**src/rtl/bdp_pkg.sv**
```systemverilog
package bdp_pkg;

    // stream field widths
    localparam int IN_TDATA_W   = 24;
    localparam int OUT_TDATA_W  = 48;
    localparam int OUT_ADDR_W   = 32;

    // command codes on the input tuser
    localparam logic [1:0] CMD_PATCH = 2'd0;
    localparam logic [1:0] CMD_BASE  = 2'd1;
    localparam logic [1:0] CMD_END   = 2'd2;

    // result kinds on the output tuser
    localparam logic [1:0] KIND_BYTE = 2'd0;
    localparam logic [1:0] KIND_REQ  = 2'd1;
    localparam logic [1:0] KIND_END  = 2'd2;
    localparam logic [1:0] KIND_ERR  = 2'd3;

    // error codes
    localparam logic [2:0] ERR_NONE   = 3'd0;
    localparam logic [2:0] ERR_HEADER = 3'd1;
    localparam logic [2:0] ERR_SHORT  = 3'd2;
    localparam logic [2:0] ERR_SEEK   = 3'd3;
    localparam logic [2:0] ERR_VARINT = 3'd4;
    localparam logic [2:0] ERR_ORDER  = 3'd5;

    // patch format constants
    localparam logic [31:0] HDR_MAGIC        = 32'h0000_B1DF;
    localparam logic [31:0] HDR_VERSION      = 32'h0000_1000;
    localparam logic [3:0]  HDR_BYTES        = 4'd8;
    localparam logic [3:0]  VARINT_MAX_BYTES = 4'd10;
    localparam logic [7:0]  VARINT_DATA      = 8'h7F;
    localparam logic [7:0]  VARINT_CONT      = 8'h80;

    typedef struct packed {
        logic [1:0] command;
        logic [7:0] patch_byte;
        logic [7:0] base_byte;
        logic       base_valid;
    } in_item_t;

    typedef struct packed {
        logic [1:0]            kind;
        logic [7:0]            out_byte;
        logic [OUT_ADDR_W-1:0] base_address;
        logic                  status_ok;
        logic [2:0]            err_code;
    } result_t;

    // expected header byte, little-endian magic then version
    function automatic logic [7:0] header_byte(input logic [2:0] idx);
        logic [31:0] word;
        logic [31:0] shifted;
        word    = idx[2] ? HDR_VERSION : HDR_MAGIC;
        shifted = word >> {idx[1:0], 3'b000};
        return shifted[7:0];
    endfunction

endpackage

```
**src/rtl/bdp_core.sv**
```systemverilog
module bdp_core #(
    parameter int ADDR_BITS = 32
) (
    input  logic               clk,
    input  logic               rst_n,
    input  logic               step_en,
    input  bdp_pkg::in_item_t  item,
    output logic               res_valid,
    output bdp_pkg::result_t   res
);

    typedef enum logic [1:0] {PH_HEADER, PH_VARINT, PH_ADD, PH_COPY} phase_t;
    typedef enum logic [1:0] {TG_ADDLEN, TG_COPYLEN, TG_SEEK} target_t;

    phase_t               phase_reg, phase_next;
    target_t              target_reg, target_next;
    logic [3:0]           hdr_count_reg, hdr_count_next;
    logic                 hdr_match_reg, hdr_match_next;
    logic [63:0]          vint_value_reg, vint_value_next;
    logic [3:0]           vint_bytes_reg, vint_bytes_next;
    logic [63:0]          bytes_left_reg, bytes_left_next;
    logic [ADDR_BITS-1:0] base_pos_reg, base_pos_next;
    logic [7:0]           held_diff_reg, held_diff_next;
    logic                 awaiting_reg, awaiting_next;
    logic                 error_reg, error_next;

    // header byte compare
    logic       hdr_match_upd;
    logic [3:0] hdr_count_inc;
    assign hdr_match_upd = hdr_match_reg &&
                           (item.patch_byte == bdp_pkg::header_byte(hdr_count_reg[2:0]));
    assign hdr_count_inc = hdr_count_reg + 4'd1;

    // varint accumulate
    logic [6:0]  vint_shamt;
    logic [63:0] vint_acc;
    logic        vint_last;
    assign vint_shamt = 7'(vint_bytes_reg) * 7'd7;
    assign vint_acc   = vint_value_reg |
                        ({56'b0, item.patch_byte & bdp_pkg::VARINT_DATA} << vint_shamt);
    assign vint_last  = (item.patch_byte & bdp_pkg::VARINT_CONT) == 8'h00;

    // zigzag seek arithmetic
    logic [63:0] seek_mag;
    logic [64:0] pos_wide;
    logic [64:0] fwd_sum;
    logic [64:0] back_diff;
    logic        fwd_bad;
    logic        back_bad;
    assign seek_mag  = vint_acc >> 1;
    assign pos_wide  = 65'(base_pos_reg);
    assign fwd_sum   = {1'b0, seek_mag} + pos_wide;
    assign fwd_bad   = (fwd_sum >> ADDR_BITS) != 65'd0;
    assign back_bad  = {1'b0, seek_mag} >= pos_wide;
    assign back_diff = pos_wide - {1'b0, seek_mag} - 65'd1;

    // low address bits for the request
    localparam int OUT_ADDR_W_L = bdp_pkg::OUT_ADDR_W;
    logic [OUT_ADDR_W_L-1:0] addr_out;
    assign addr_out = pos_wide[OUT_ADDR_W_L-1:0];

    // end status condition
    logic end_ok;
    assign end_ok = !error_reg && !awaiting_reg && (phase_reg == PH_VARINT) &&
                    (target_reg == TG_ADDLEN);

    // step logic
    always_comb
    begin
        phase_next      = phase_reg;
        target_next     = target_reg;
        hdr_count_next  = hdr_count_reg;
        hdr_match_next  = hdr_match_reg;
        vint_value_next = vint_value_reg;
        vint_bytes_next = vint_bytes_reg;
        bytes_left_next = bytes_left_reg;
        base_pos_next   = base_pos_reg;
        held_diff_next  = held_diff_reg;
        awaiting_next   = awaiting_reg;
        error_next      = error_reg;
        res_valid       = 1'b0;
        res             = '0;
        if (step_en)
        begin
            unique case (item.command)
                bdp_pkg::CMD_END:
                begin
                    res_valid     = 1'b1;
                    res.kind      = bdp_pkg::KIND_END;
                    res.status_ok = end_ok;
                end
                bdp_pkg::CMD_PATCH:
                begin
                    if (!error_reg)
                    begin
                        if (awaiting_reg)
                        begin
                            res_valid    = 1'b1;
                            res.kind     = bdp_pkg::KIND_ERR;
                            res.err_code = bdp_pkg::ERR_ORDER;
                            error_next   = 1'b1;
                        end
                        else
                        begin
                            unique case (phase_reg)
                                PH_HEADER:
                                begin
                                    hdr_match_next = hdr_match_upd;
                                    hdr_count_next = hdr_count_inc;
                                    if (hdr_count_inc >= bdp_pkg::HDR_BYTES)
                                    begin
                                        if (!hdr_match_upd)
                                        begin
                                            res_valid    = 1'b1;
                                            res.kind     = bdp_pkg::KIND_ERR;
                                            res.err_code = bdp_pkg::ERR_HEADER;
                                            error_next   = 1'b1;
                                        end
                                        else
                                        begin
                                            phase_next  = PH_VARINT;
                                            target_next = TG_ADDLEN;
                                        end
                                    end
                                end
                                PH_VARINT:
                                begin
                                    if (vint_bytes_reg >= bdp_pkg::VARINT_MAX_BYTES)
                                    begin
                                        res_valid    = 1'b1;
                                        res.kind     = bdp_pkg::KIND_ERR;
                                        res.err_code = bdp_pkg::ERR_VARINT;
                                        error_next   = 1'b1;
                                    end
                                    else if (!vint_last)
                                    begin
                                        vint_value_next = vint_acc;
                                        vint_bytes_next = vint_bytes_reg + 4'd1;
                                    end
                                    else
                                    begin
                                        vint_value_next = '0;
                                        vint_bytes_next = '0;
                                        priority if (target_reg == TG_ADDLEN)
                                        begin
                                            if (vint_acc == 64'd0)
                                                target_next = TG_COPYLEN;
                                            else
                                            begin
                                                bytes_left_next = vint_acc;
                                                phase_next      = PH_ADD;
                                            end
                                        end
                                        else if (target_reg == TG_COPYLEN)
                                        begin
                                            if (vint_acc == 64'd0)
                                                target_next = TG_SEEK;
                                            else
                                            begin
                                                bytes_left_next = vint_acc;
                                                phase_next      = PH_COPY;
                                            end
                                        end
                                        else
                                        begin
                                            // zigzag: odd is negative
                                            if (vint_acc[0] ? back_bad : fwd_bad)
                                            begin
                                                res_valid    = 1'b1;
                                                res.kind     = bdp_pkg::KIND_ERR;
                                                res.err_code = bdp_pkg::ERR_SEEK;
                                                error_next   = 1'b1;
                                            end
                                            else
                                            begin
                                                base_pos_next = vint_acc[0] ?
                                                    back_diff[ADDR_BITS-1:0] :
                                                    fwd_sum[ADDR_BITS-1:0];
                                                target_next   = TG_ADDLEN;
                                            end
                                        end
                                    end
                                end
                                PH_ADD:
                                begin
                                    held_diff_next   = item.patch_byte;
                                    awaiting_next    = 1'b1;
                                    res_valid        = 1'b1;
                                    res.kind         = bdp_pkg::KIND_REQ;
                                    res.base_address = addr_out;
                                end
                                PH_COPY:
                                begin
                                    res_valid       = 1'b1;
                                    res.kind        = bdp_pkg::KIND_BYTE;
                                    res.out_byte    = item.patch_byte;
                                    bytes_left_next = bytes_left_reg - 64'd1;
                                    if (bytes_left_reg == 64'd1)
                                    begin
                                        phase_next  = PH_VARINT;
                                        target_next = TG_SEEK;
                                    end
                                end
                                default: ;
                            endcase
                        end
                    end
                end
                bdp_pkg::CMD_BASE:
                begin
                    if (!error_reg)
                    begin
                        if (!awaiting_reg)
                        begin
                            res_valid    = 1'b1;
                            res.kind     = bdp_pkg::KIND_ERR;
                            res.err_code = bdp_pkg::ERR_ORDER;
                            error_next   = 1'b1;
                        end
                        else if (!item.base_valid)
                        begin
                            awaiting_next = 1'b0;
                            res_valid     = 1'b1;
                            res.kind      = bdp_pkg::KIND_ERR;
                            res.err_code  = bdp_pkg::ERR_SHORT;
                            error_next    = 1'b1;
                        end
                        else
                        begin
                            awaiting_next   = 1'b0;
                            res_valid       = 1'b1;
                            res.kind        = bdp_pkg::KIND_BYTE;
                            res.out_byte    = item.base_byte + held_diff_reg;
                            base_pos_next   = base_pos_reg + ADDR_BITS'(1);
                            bytes_left_next = bytes_left_reg - 64'd1;
                            if (bytes_left_reg == 64'd1)
                            begin
                                phase_next  = PH_VARINT;
                                target_next = TG_COPYLEN;
                            end
                        end
                    end
                end
                default: ;
            endcase
        end
    end

    // state registers
    always_ff @(posedge clk or negedge rst_n)
    begin
        if (!rst_n)
        begin
            phase_reg      <= PH_HEADER;
            target_reg     <= TG_ADDLEN;
            hdr_count_reg  <= '0;
            hdr_match_reg  <= 1'b1;
            vint_value_reg <= '0;
            vint_bytes_reg <= '0;
            bytes_left_reg <= '0;
            base_pos_reg   <= '0;
            held_diff_reg  <= '0;
            awaiting_reg   <= 1'b0;
            error_reg      <= 1'b0;
        end
        else
        begin
            phase_reg      <= phase_next;
            target_reg     <= target_next;
            hdr_count_reg  <= hdr_count_next;
            hdr_match_reg  <= hdr_match_next;
            vint_value_reg <= vint_value_next;
            vint_bytes_reg <= vint_bytes_next;
            bytes_left_reg <= bytes_left_next;
            base_pos_reg   <= base_pos_next;
            held_diff_reg  <= held_diff_next;
            awaiting_reg   <= awaiting_next;
            error_reg      <= error_next;
        end
    end

    // errors are sticky
    a_error_sticky: assert property (@(posedge clk) disable iff (!rst_n)
        error_reg |=> error_reg)
        else $error("error flag cleared");

    // a pending base response only exists in the add phase
    a_await_in_add: assert property (@(posedge clk) disable iff (!rst_n)
        awaiting_reg |-> (phase_reg == PH_ADD))
        else $error("base response pending outside add phase");

    // after an error only end status comes out
    a_no_data_after_err: assert property (@(posedge clk) disable iff (!rst_n)
        (step_en && res_valid && error_reg) |-> (res.kind == bdp_pkg::KIND_END))
        else $error("data result after sticky error");

endmodule

```
**src/rtl/binary_delta_patch_applier.sv**
```systemverilog
// Binary delta patch applier: takes one item per clock cycle on the input stream, whether a
// patch byte, a base byte response or an end command, and gives at most one result item per
// input item. Each item is captured in an input register and worked by combinational step
// logic into the result register, and the sustained rate is one item per cycle while the
// output side takes results; a stalled output holds the input item and drops s_axis_tready
// in the same cycle. The step logic (header check, LEB128 accumulate, zigzag seek add and
// compare, add-byte sum) sets the clock. An add byte yields a base read request; the caller
// answers with a base response item. Errors are sticky; after one, only end commands give a
// result (status_ok low).
module binary_delta_patch_applier #(
    parameter int ADDR_BITS = 32
) (
    input  logic        clk,
    input  logic        rst_n,
    input  logic        s_axis_tvalid,
    output logic        s_axis_tready,
    input  logic [23:0] s_axis_tdata,   // patch_byte [7:0], base_byte [15:8], base_valid [16]
    input  logic [1:0]  s_axis_tuser,   // command [1:0]
    output logic        m_axis_tvalid,
    input  logic        m_axis_tready,
    output logic [47:0] m_axis_tdata,   // out_byte [7:0], base_address [39:8],
                                        // status_ok [40], err_code [43:41]
    output logic [1:0]  m_axis_tuser    // kind [1:0]
);

    logic                in_valid_reg;
    bdp_pkg::in_item_t   in_item_reg;
    logic                out_valid_reg;
    bdp_pkg::result_t    out_res_reg;
    logic                out_free;
    logic                step_en;
    logic                res_valid;
    bdp_pkg::result_t    res;
    bdp_pkg::in_item_t   in_item;

    // flow control between the two registers
    assign out_free      = !out_valid_reg || m_axis_tready;
    assign step_en       = in_valid_reg && out_free;
    assign s_axis_tready = !in_valid_reg || step_en;

    // unpack the input item
    assign in_item.command    = s_axis_tuser;
    assign in_item.patch_byte = s_axis_tdata[7:0];
    assign in_item.base_byte  = s_axis_tdata[15:8];
    assign in_item.base_valid = s_axis_tdata[16];

    // input register
    always_ff @(posedge clk or negedge rst_n)
    begin
        if (!rst_n)
            in_valid_reg <= 1'b0;
        else if (s_axis_tready)
            in_valid_reg <= s_axis_tvalid;
    end

    always_ff @(posedge clk)
    begin
        if (s_axis_tready && s_axis_tvalid)
            in_item_reg <= in_item;
    end

    bdp_core #(
        .ADDR_BITS (ADDR_BITS)
    ) u_core (
        .clk       (clk),
        .rst_n     (rst_n),
        .step_en   (step_en),
        .item      (in_item_reg),
        .res_valid (res_valid),
        .res       (res)
    );

    // result register
    always_ff @(posedge clk or negedge rst_n)
    begin
        if (!rst_n)
            out_valid_reg <= 1'b0;
        else if (out_free)
            out_valid_reg <= step_en && res_valid;
    end

    always_ff @(posedge clk)
    begin
        if (step_en && res_valid)
            out_res_reg <= res;
    end

    // pack the result item
    assign m_axis_tvalid = out_valid_reg;
    assign m_axis_tuser  = out_res_reg.kind;
    assign m_axis_tdata  = {4'b0000, out_res_reg.err_code, out_res_reg.status_ok,
                            out_res_reg.base_address, out_res_reg.out_byte};

    // error results always carry a code
    a_err_has_code: assert property (@(posedge clk) disable iff (!rst_n)
        (m_axis_tvalid && (m_axis_tuser == bdp_pkg::KIND_ERR)) |->
            (out_res_reg.err_code != bdp_pkg::ERR_NONE))
        else $error("error result without code");

    // non-error results carry no code
    a_ok_no_code: assert property (@(posedge clk) disable iff (!rst_n)
        (m_axis_tvalid && (m_axis_tuser != bdp_pkg::KIND_ERR)) |->
            (out_res_reg.err_code == bdp_pkg::ERR_NONE))
        else $error("error code on non-error result");

    // a held input item is not dropped while the output stalls
    a_in_held: assert property (@(posedge clk) disable iff (!rst_n)
        (in_valid_reg && !out_free) |=> (in_valid_reg && $stable(in_item_reg)))
        else $error("input item lost under stall");

endmodule

```
**config.mk**
```make
export PLATFORM = sky130hd
export DESIGN_NAME = binary_delta_patch_applier
export DESIGN_NICKNAME = d
export VERILOG_FILES = /design/src/rtl/bdp_pkg.sv /design/src/rtl/bdp_core.sv /design/src/rtl/binary_delta_patch_applier.sv
export SDC_FILE = /design/constraint.sdc
export NUM_CORES = 1
export LEC_CHECK = 0
export BUFFER_PORTS_ARGS = -buffer_cell sky130_fd_sc_hd__buf_2
export CORE_ASPECT_RATIO = 1.2
export CORE_MARGIN = 2
export CORE_UTILIZATION = 55
export DETAILED_ROUTE_END_ITERATION = 6
export GPL_TIMING_DRIVEN = 0
export PLACE_DENSITY_LB_ADDON = 0.15
export SYNTH_ARGS = -nofsm -noshare
export SYNTH_HDL_FRONTEND = slang
export SYNTH_HIERARCHICAL = 1
export SYNTH_SLANG_ARGS = --single-unit
```
**constraint.sdc**
```tcl
create_clock -name clk -period 9 [get_ports clk]
set_input_delay 1.8 -clock clk [delete_from_list [all_inputs] [get_ports clk]]
set_output_delay 1.8 -clock clk [all_outputs]
set_load 0.1 [all_outputs]
```
Word-level counts from Yosys, hierarchy flattened:

Cells that the tools add are included.

* multipliers: 1
* equality and inequality tests: 32
* order comparisons: 3
* mux-type cells: 122
* bitwise gates (word level): 7
* $add $sub $neg: 8
* shifts and indexed selects: 2
* reductions and logical operators: 32

Operators with widths (count)
* $mux W64: 11
* $mux W32: 13
* $pmux W64 S2: 2
* $mux W2: 42
* $reduce_bool A65 Y1: 1
* $add A63 B32 Y64: 1
* $eq A64 B1 Y1 const B: 1
* $logic_not A64 Y1: 1
* $or A64 B64 Y64: 1
* $pmux W32 S2: 1
* $shl A7 B7 Y64: 1
* $sub A64 B1 Y64 const B: 1
* $ge A63 B32 Y1: 1
* $mux W42: 1
* $mux W40: 1
* $add A32 B1 Y32 const B: 1
* $shr A32 B5 Y8: 1
* $sub A32 B1 Y32 const B: 1
* $sub A32 B32 Y32: 1
* $mux W3: 9
* $mux W8: 3
* $mux W1: 22
* $pmux W2 S3: 3
* $reduce_and A17 Y1: 1
* 39 further kinds: 86

* output and inout port bits: 52
* bits of input ports: 30
* word-level logic and storage cells: 229
* bits in registers: 250

Logic depth before layout (Yosys ltp):

* word-level depth: 17
* gate-level depth with buffers: 23
* depth with buffers taken out: 20

By module:

The synthesis kept the hierarchy.

Modules (own cells, without submodules)
* bdp_core: seq. area each 4580.6 sq um, instances 1, cells each 2248, area each 16714.8 sq um
* binary_delta_patch_applier: seq. area each 2001.9 sq um, instances 1, cells each 80, area each 2097.0 sq um

Worst setup path before layout:

No wires, ideal clock.

* path kind: register to register
* from: register u_core.vint_bytes_reg[2]
* to: register out_res_reg (netlist bit m_axis_tdata[0]), enable pin
* data required time: 8.545 ns
* data arrival time: 6.742 ns
* library setup time: 0.455 ns
* slack: 1.803 ns
* period minus slack after synthesis: 7.197 ns
* buffers on the path: 5
* stages on the path, launching flop included: 21
* path through: dfrtp_1 > nor2b_1 > buf_2 > buf_2 > buf_2 > buf_1 > a31oi_1 > inv_1 > ha_1 > clkbuf_1 > nor4_1 > nand2_1 > nor4b_1 > o21ai_0 > and2_1 > o31ai_1 > o31ai_1 > a31o_2 > a221oi_1 > nand2_1 > nor2b_1

* longest elaborated chain between the ends: 17
* elaborated cells between the ends (all ways): 19
* classes of those cells: add/sub: 1; mul: 1; order compare: 2; shift: 1; mux: 11; bitwise: 1; reduce/logical: 2

RTL lines
* start: declaration: line bdp_core.sv:20 `logic [3:0] vint_bytes_reg, vint_bytes_next;`
* start signal: assignment: line bdp_core.sv:273 `vint_bytes_reg <= vint_bytes_next;`
* $mul A4 B3 Y7: line bdp_core.sv:38 `assign vint_shamt = 7'(vint_bytes_reg) * 7'd7;`
* $shl A7 B7 Y64: line bdp_core.sv:40 `({56'b0, item.patch_byte & bdp_pkg::VARINT_DATA} << vint_shamt);`
* $or A64 B64 Y64: line bdp_core.sv:39 `assign vint_acc = vint_value_reg |`
* $add A63 B32 Y64: line bdp_core.sv:52 `assign fwd_sum = {1'b0, seek_mag} + pos_wide;`
* $reduce_bool A65 Y1: line bdp_core.sv:53 `assign fwd_bad = (fwd_sum >> ADDR_BITS) != 65'd0;`
* $mux W1 (2 in a row): line bdp_core.sv:167 `if (vint_acc[0] ? back_bad : fwd_bad)`
* $mux W1: line bdp_core.sv:154 `else if (target_reg == TG_COPYLEN)`
* $mux W1: line bdp_core.sv:144 `priority if (target_reg == TG_ADDLEN)`
* $mux W1: line bdp_core.sv:135 `else if (!vint_last)`
* $mux W1 *: line bdp_core.sv:128 `if (vint_bytes_reg >= bdp_pkg::VARINT_MAX_BYTES)`
* $pmux W1 S3 *: line bdp_core.sv:105 `unique case (phase_reg)`
* $mux W1 *: line bdp_core.sv:96 `if (awaiting_reg)`
* $mux W1 *: line bdp_core.sv:94 `if (!error_reg)`
* $pmux W1 S3 *: line bdp_core.sv:85 `unique case (item.command)`
* $mux W1 *: line bdp_core.sv:83 `if (step_en)`
* named net res_valid: line binary_delta_patch_applier.sv:32 `logic res_valid;`
* $logic_and A1 B1 Y1 *: line binary_delta_patch_applier.sv:84 `if (step_en && res_valid)`
* end signal: assignment: line binary_delta_patch_applier.sv:85 `out_res_reg <= res;`
* end: declaration: line binary_delta_patch_applier.sv:29 `bdp_pkg::result_t out_res_reg;`

Mark *: on every way through the listed nets, which the timed path passes. The rest lies on a longest branch.
A chain may end at the register's enable or synchronous reset.

Final worst setup path:

* from: register u_core.vint_bytes_reg[1]
* to: register out_res_reg (netlist bit m_axis_tdata[27]), enable pin

The elaborated chain is that of the path after synthesis.

==> reports/qor.yml <==
grt_max_degree: 101
grt_use_total: 0.4017
synth.yosys.seq_area_share: 0.3499
drtIter0Drc: 2349
fillers: 3083
cts_buffers: 27
clk_latency_ns: 0.58
routedWlPerCell_um: 25.35
multi_input_area_mm2: 0.01121
outcome: "finished clean"
core.rowCount: 74
cts-root-buf: "clkbuf_16"
nNetsFinal: 2576
period_minus_slack_ns: 8.319
grt.overflow.total: 0
start_util: 0.5551
avgSynthCellArea_um2: 8.081
cp_slowest_cell: "a31oi_1"
ys_types: 81
max_cap_viol_count: 0
synth-edff-count: 65
grt_pass1_wl_um: 109900
crit_required_ns: 9.26
tns_ns: 0
p_leak_nw: 9.249
cpPeakStageDelay_ns: 1.00
cts_resized: 0
synth_area_leaders: "dfrtp_1, edfxtp_1, ha_1"
final_util: 0.6121
clockBufferDepth: 3
grt_antenna_before_repair: 0
crit_family: "compound AO/OA/AOI/OAI gates"
port_buffers: 70
first_pass_iters: 6
syn_area_mm2: 0.01881
r2r_slack_ns: 0.68
dr_total_vias: 19700
first_global_vias: 18290
dp_hpwl_um: 56400
critPathLaunchType: "flip-flop"
yosys_warnings: 6
setup_viol: 0
cp_max_fo: 38
drt_wl_total_um: 73760
clk_pin_slew_ns: 0.06
ys_top_cells_by_count: "a21oi_1, nor2_1, dfrtp_1, o21ai_0, nand2_1"
regArea_mm2: 0.006583
hold_path_class: "reg2reg"
ir_worst_vdd_mv: 0.1831
die_h_um: 206.6
ant_nets: 0
worst_clock_skew_ns: 0.01507
place.gp.congestion: 1.028
tightestPinTransition_ns: 1.343
postSynthCellCount: 2328
via_per_inst: 6.771
hold_violations: 0
instances_no_fill: 2909
yosysMostFrequentCell: "a21oi_1"
cts_setup_buffers: 0
antenna_cells: 0
hold_slack_ns: 0.5012
cts_tree: "done"
drc: 0
synthArstFlopShare: 0.7400
end_kind: "flip-flop"
die_w_um: 172.8
arrival_ns: 8.58
critPathKind: "reg2reg"
ys.flop_type: "dfrtp_1"
worstPathCellList: "clkbuf_1 -> nor2_1 -> clkbuf_1 -> a31oi_1 -> inv_1 -> ha_1 -> nor2_1 -> o21ai_0 -> a21oi_1 -> nor3_1 -> nor4b_1 -> o21ai_0 -> and2_1 -> o31ai_1 -> o31ai_1 -> a31o_2 -> a221oi_1 -> nand2_1 -> nor2b_4 -> buf_12"
dp.cells: 2859
min_period_over_period: 0.9243
core_area_mm2: 0.03389
top_level_ports: 82
cp.buffers_inverters: 4
ys_ff_latch: 250
ctsHtreeMaxLevel: 1
clock.fmax_mhz: 120.2
netlist.area_leader.share: 0.2448
area_growth_syn_to_layout_pct: 10.26
final_max_slew_viol_count: 0
powerDensity_mw_per_mm2: 122.9
rsz0062_at_grt: "false"
holdBufCountCts: 0
drive_gt1_frac: 0.07501
dieArea_mm2: 0.03570
numClockSinks: 250
relSlewSlack: 0.09762
synth_top_area_cell: "dfrtp_1"
==> area by class of cell <==
class                      instances  share of cell area
inverter                         116             0.02099
clock buffer                      40             0.03885
sequential                       250              0.3174
clock inverter                    10            0.006093
buffer                           150             0.02914
multi-input combinational       1815              0.5404
timing repair buffer              72             0.01967
tap                              456             0.02751
==> final timing paths <==
check | start | endpoint | depth (start not counted)
max | u_core/vint_bytes_reg[1] | m_axis_tdata[27] | 20
min | u_core/hdr_count_reg[3] | u_core/hdr_count_reg[3] | 1
max reg2reg | u_core/vint_bytes_reg[1] | m_axis_tdata[27] | 20
min reg2reg | u_core/hdr_count_reg[3] | u_core/hdr_count_reg[3] | 1
max in group asynchronous | rst_n | u_core/addr_out[17] | 2
min in group asynchronous | rst_n | u_core/vint_value_reg[58] | 1
==> placed cells by master (no fill, tap or decap), types with 17 or more instances in the layout <==
cell type,n
a21oi_1,259
nor2_1,239
dfrtp_1,184
o21ai_0,167
nand2_1,164
clkbuf_1,133
inv_1,116
ha_1,111
a31oi_1,107
nor3_1,81
buf_2,78
edfxtp_1,65
nand3_1,54
and3_1,50
nor4_1,48
o31ai_1,34
xnor2_1,33
nand4_1,31
a21o_1,30
o22ai_1,30
clkbuf_16,28
or3_1,28
nand2b_1,22
a22oi_1,21
nor2b_1,19
o21a_1,18
or4_1,17
==> logic make-up (layout without fill, tap and decap cells) <==
logic type      count (synthesis)  count (layout)  synth area share
xor+xnor                       44              44           0.02049
fa+ha+maj                     114             114           0.07702
compound gates                825             825            0.2740
buf+inv                       266             388           0.05527
other cells                     1               4         0.0001993
simple gates                  807             807            0.2110
mux                            21              21           0.01204
flops                         250             250            0.3499
==> worst reg2reg max path: cells and delay by family (launching register included) <==
kind | cells | cell delay (ns)
flops | 1 | 0.52
compound gates | 8 | 3.72
simple gates | 7 | 2.14
buf+inv | 4 | 1.14
fa+ha+maj | 1 | 0.45
==> metal layers <==
| metal | vias up | global-route usage | part of all wire |
|---|---|---|---|
| li1 | 8840 | - | - |
| met1 | 9368 | 0.4955 | 0.38 |
| met2 | 1178 | 0.6520 | 0.45 |
| met3 | 311 | 0.06557 | 0.091 |
| met4 | 0 | 0.2769 | 0.075 |
| met5 | - | 0 | 0 |
==> power by group <==
group / total [mW] / switching [mW] / internal [mW]
Combinational: 0.206 / 0.157 / 0.0492
Sequential: 1.18 / 0.00443 / 1.17
Clock: 1.17 / 0.486 / 0.682
==> metrics by stage <==
step / power [mW] / setup slack, ns / area, um2
after floorplan: 1.313 / 1.803 / 18820
after global placement: 1.391 / -1.229 / 19740
after detailed placement: 1.397 / 0.8463 / 19810
after CTS: 2.553 / 0.8356 / 20740
after global routing: 2.617 / 0.2573 / 20740
final: 2.550 / 0.6812 / 20740
Power figures use the tool's default switching activity.
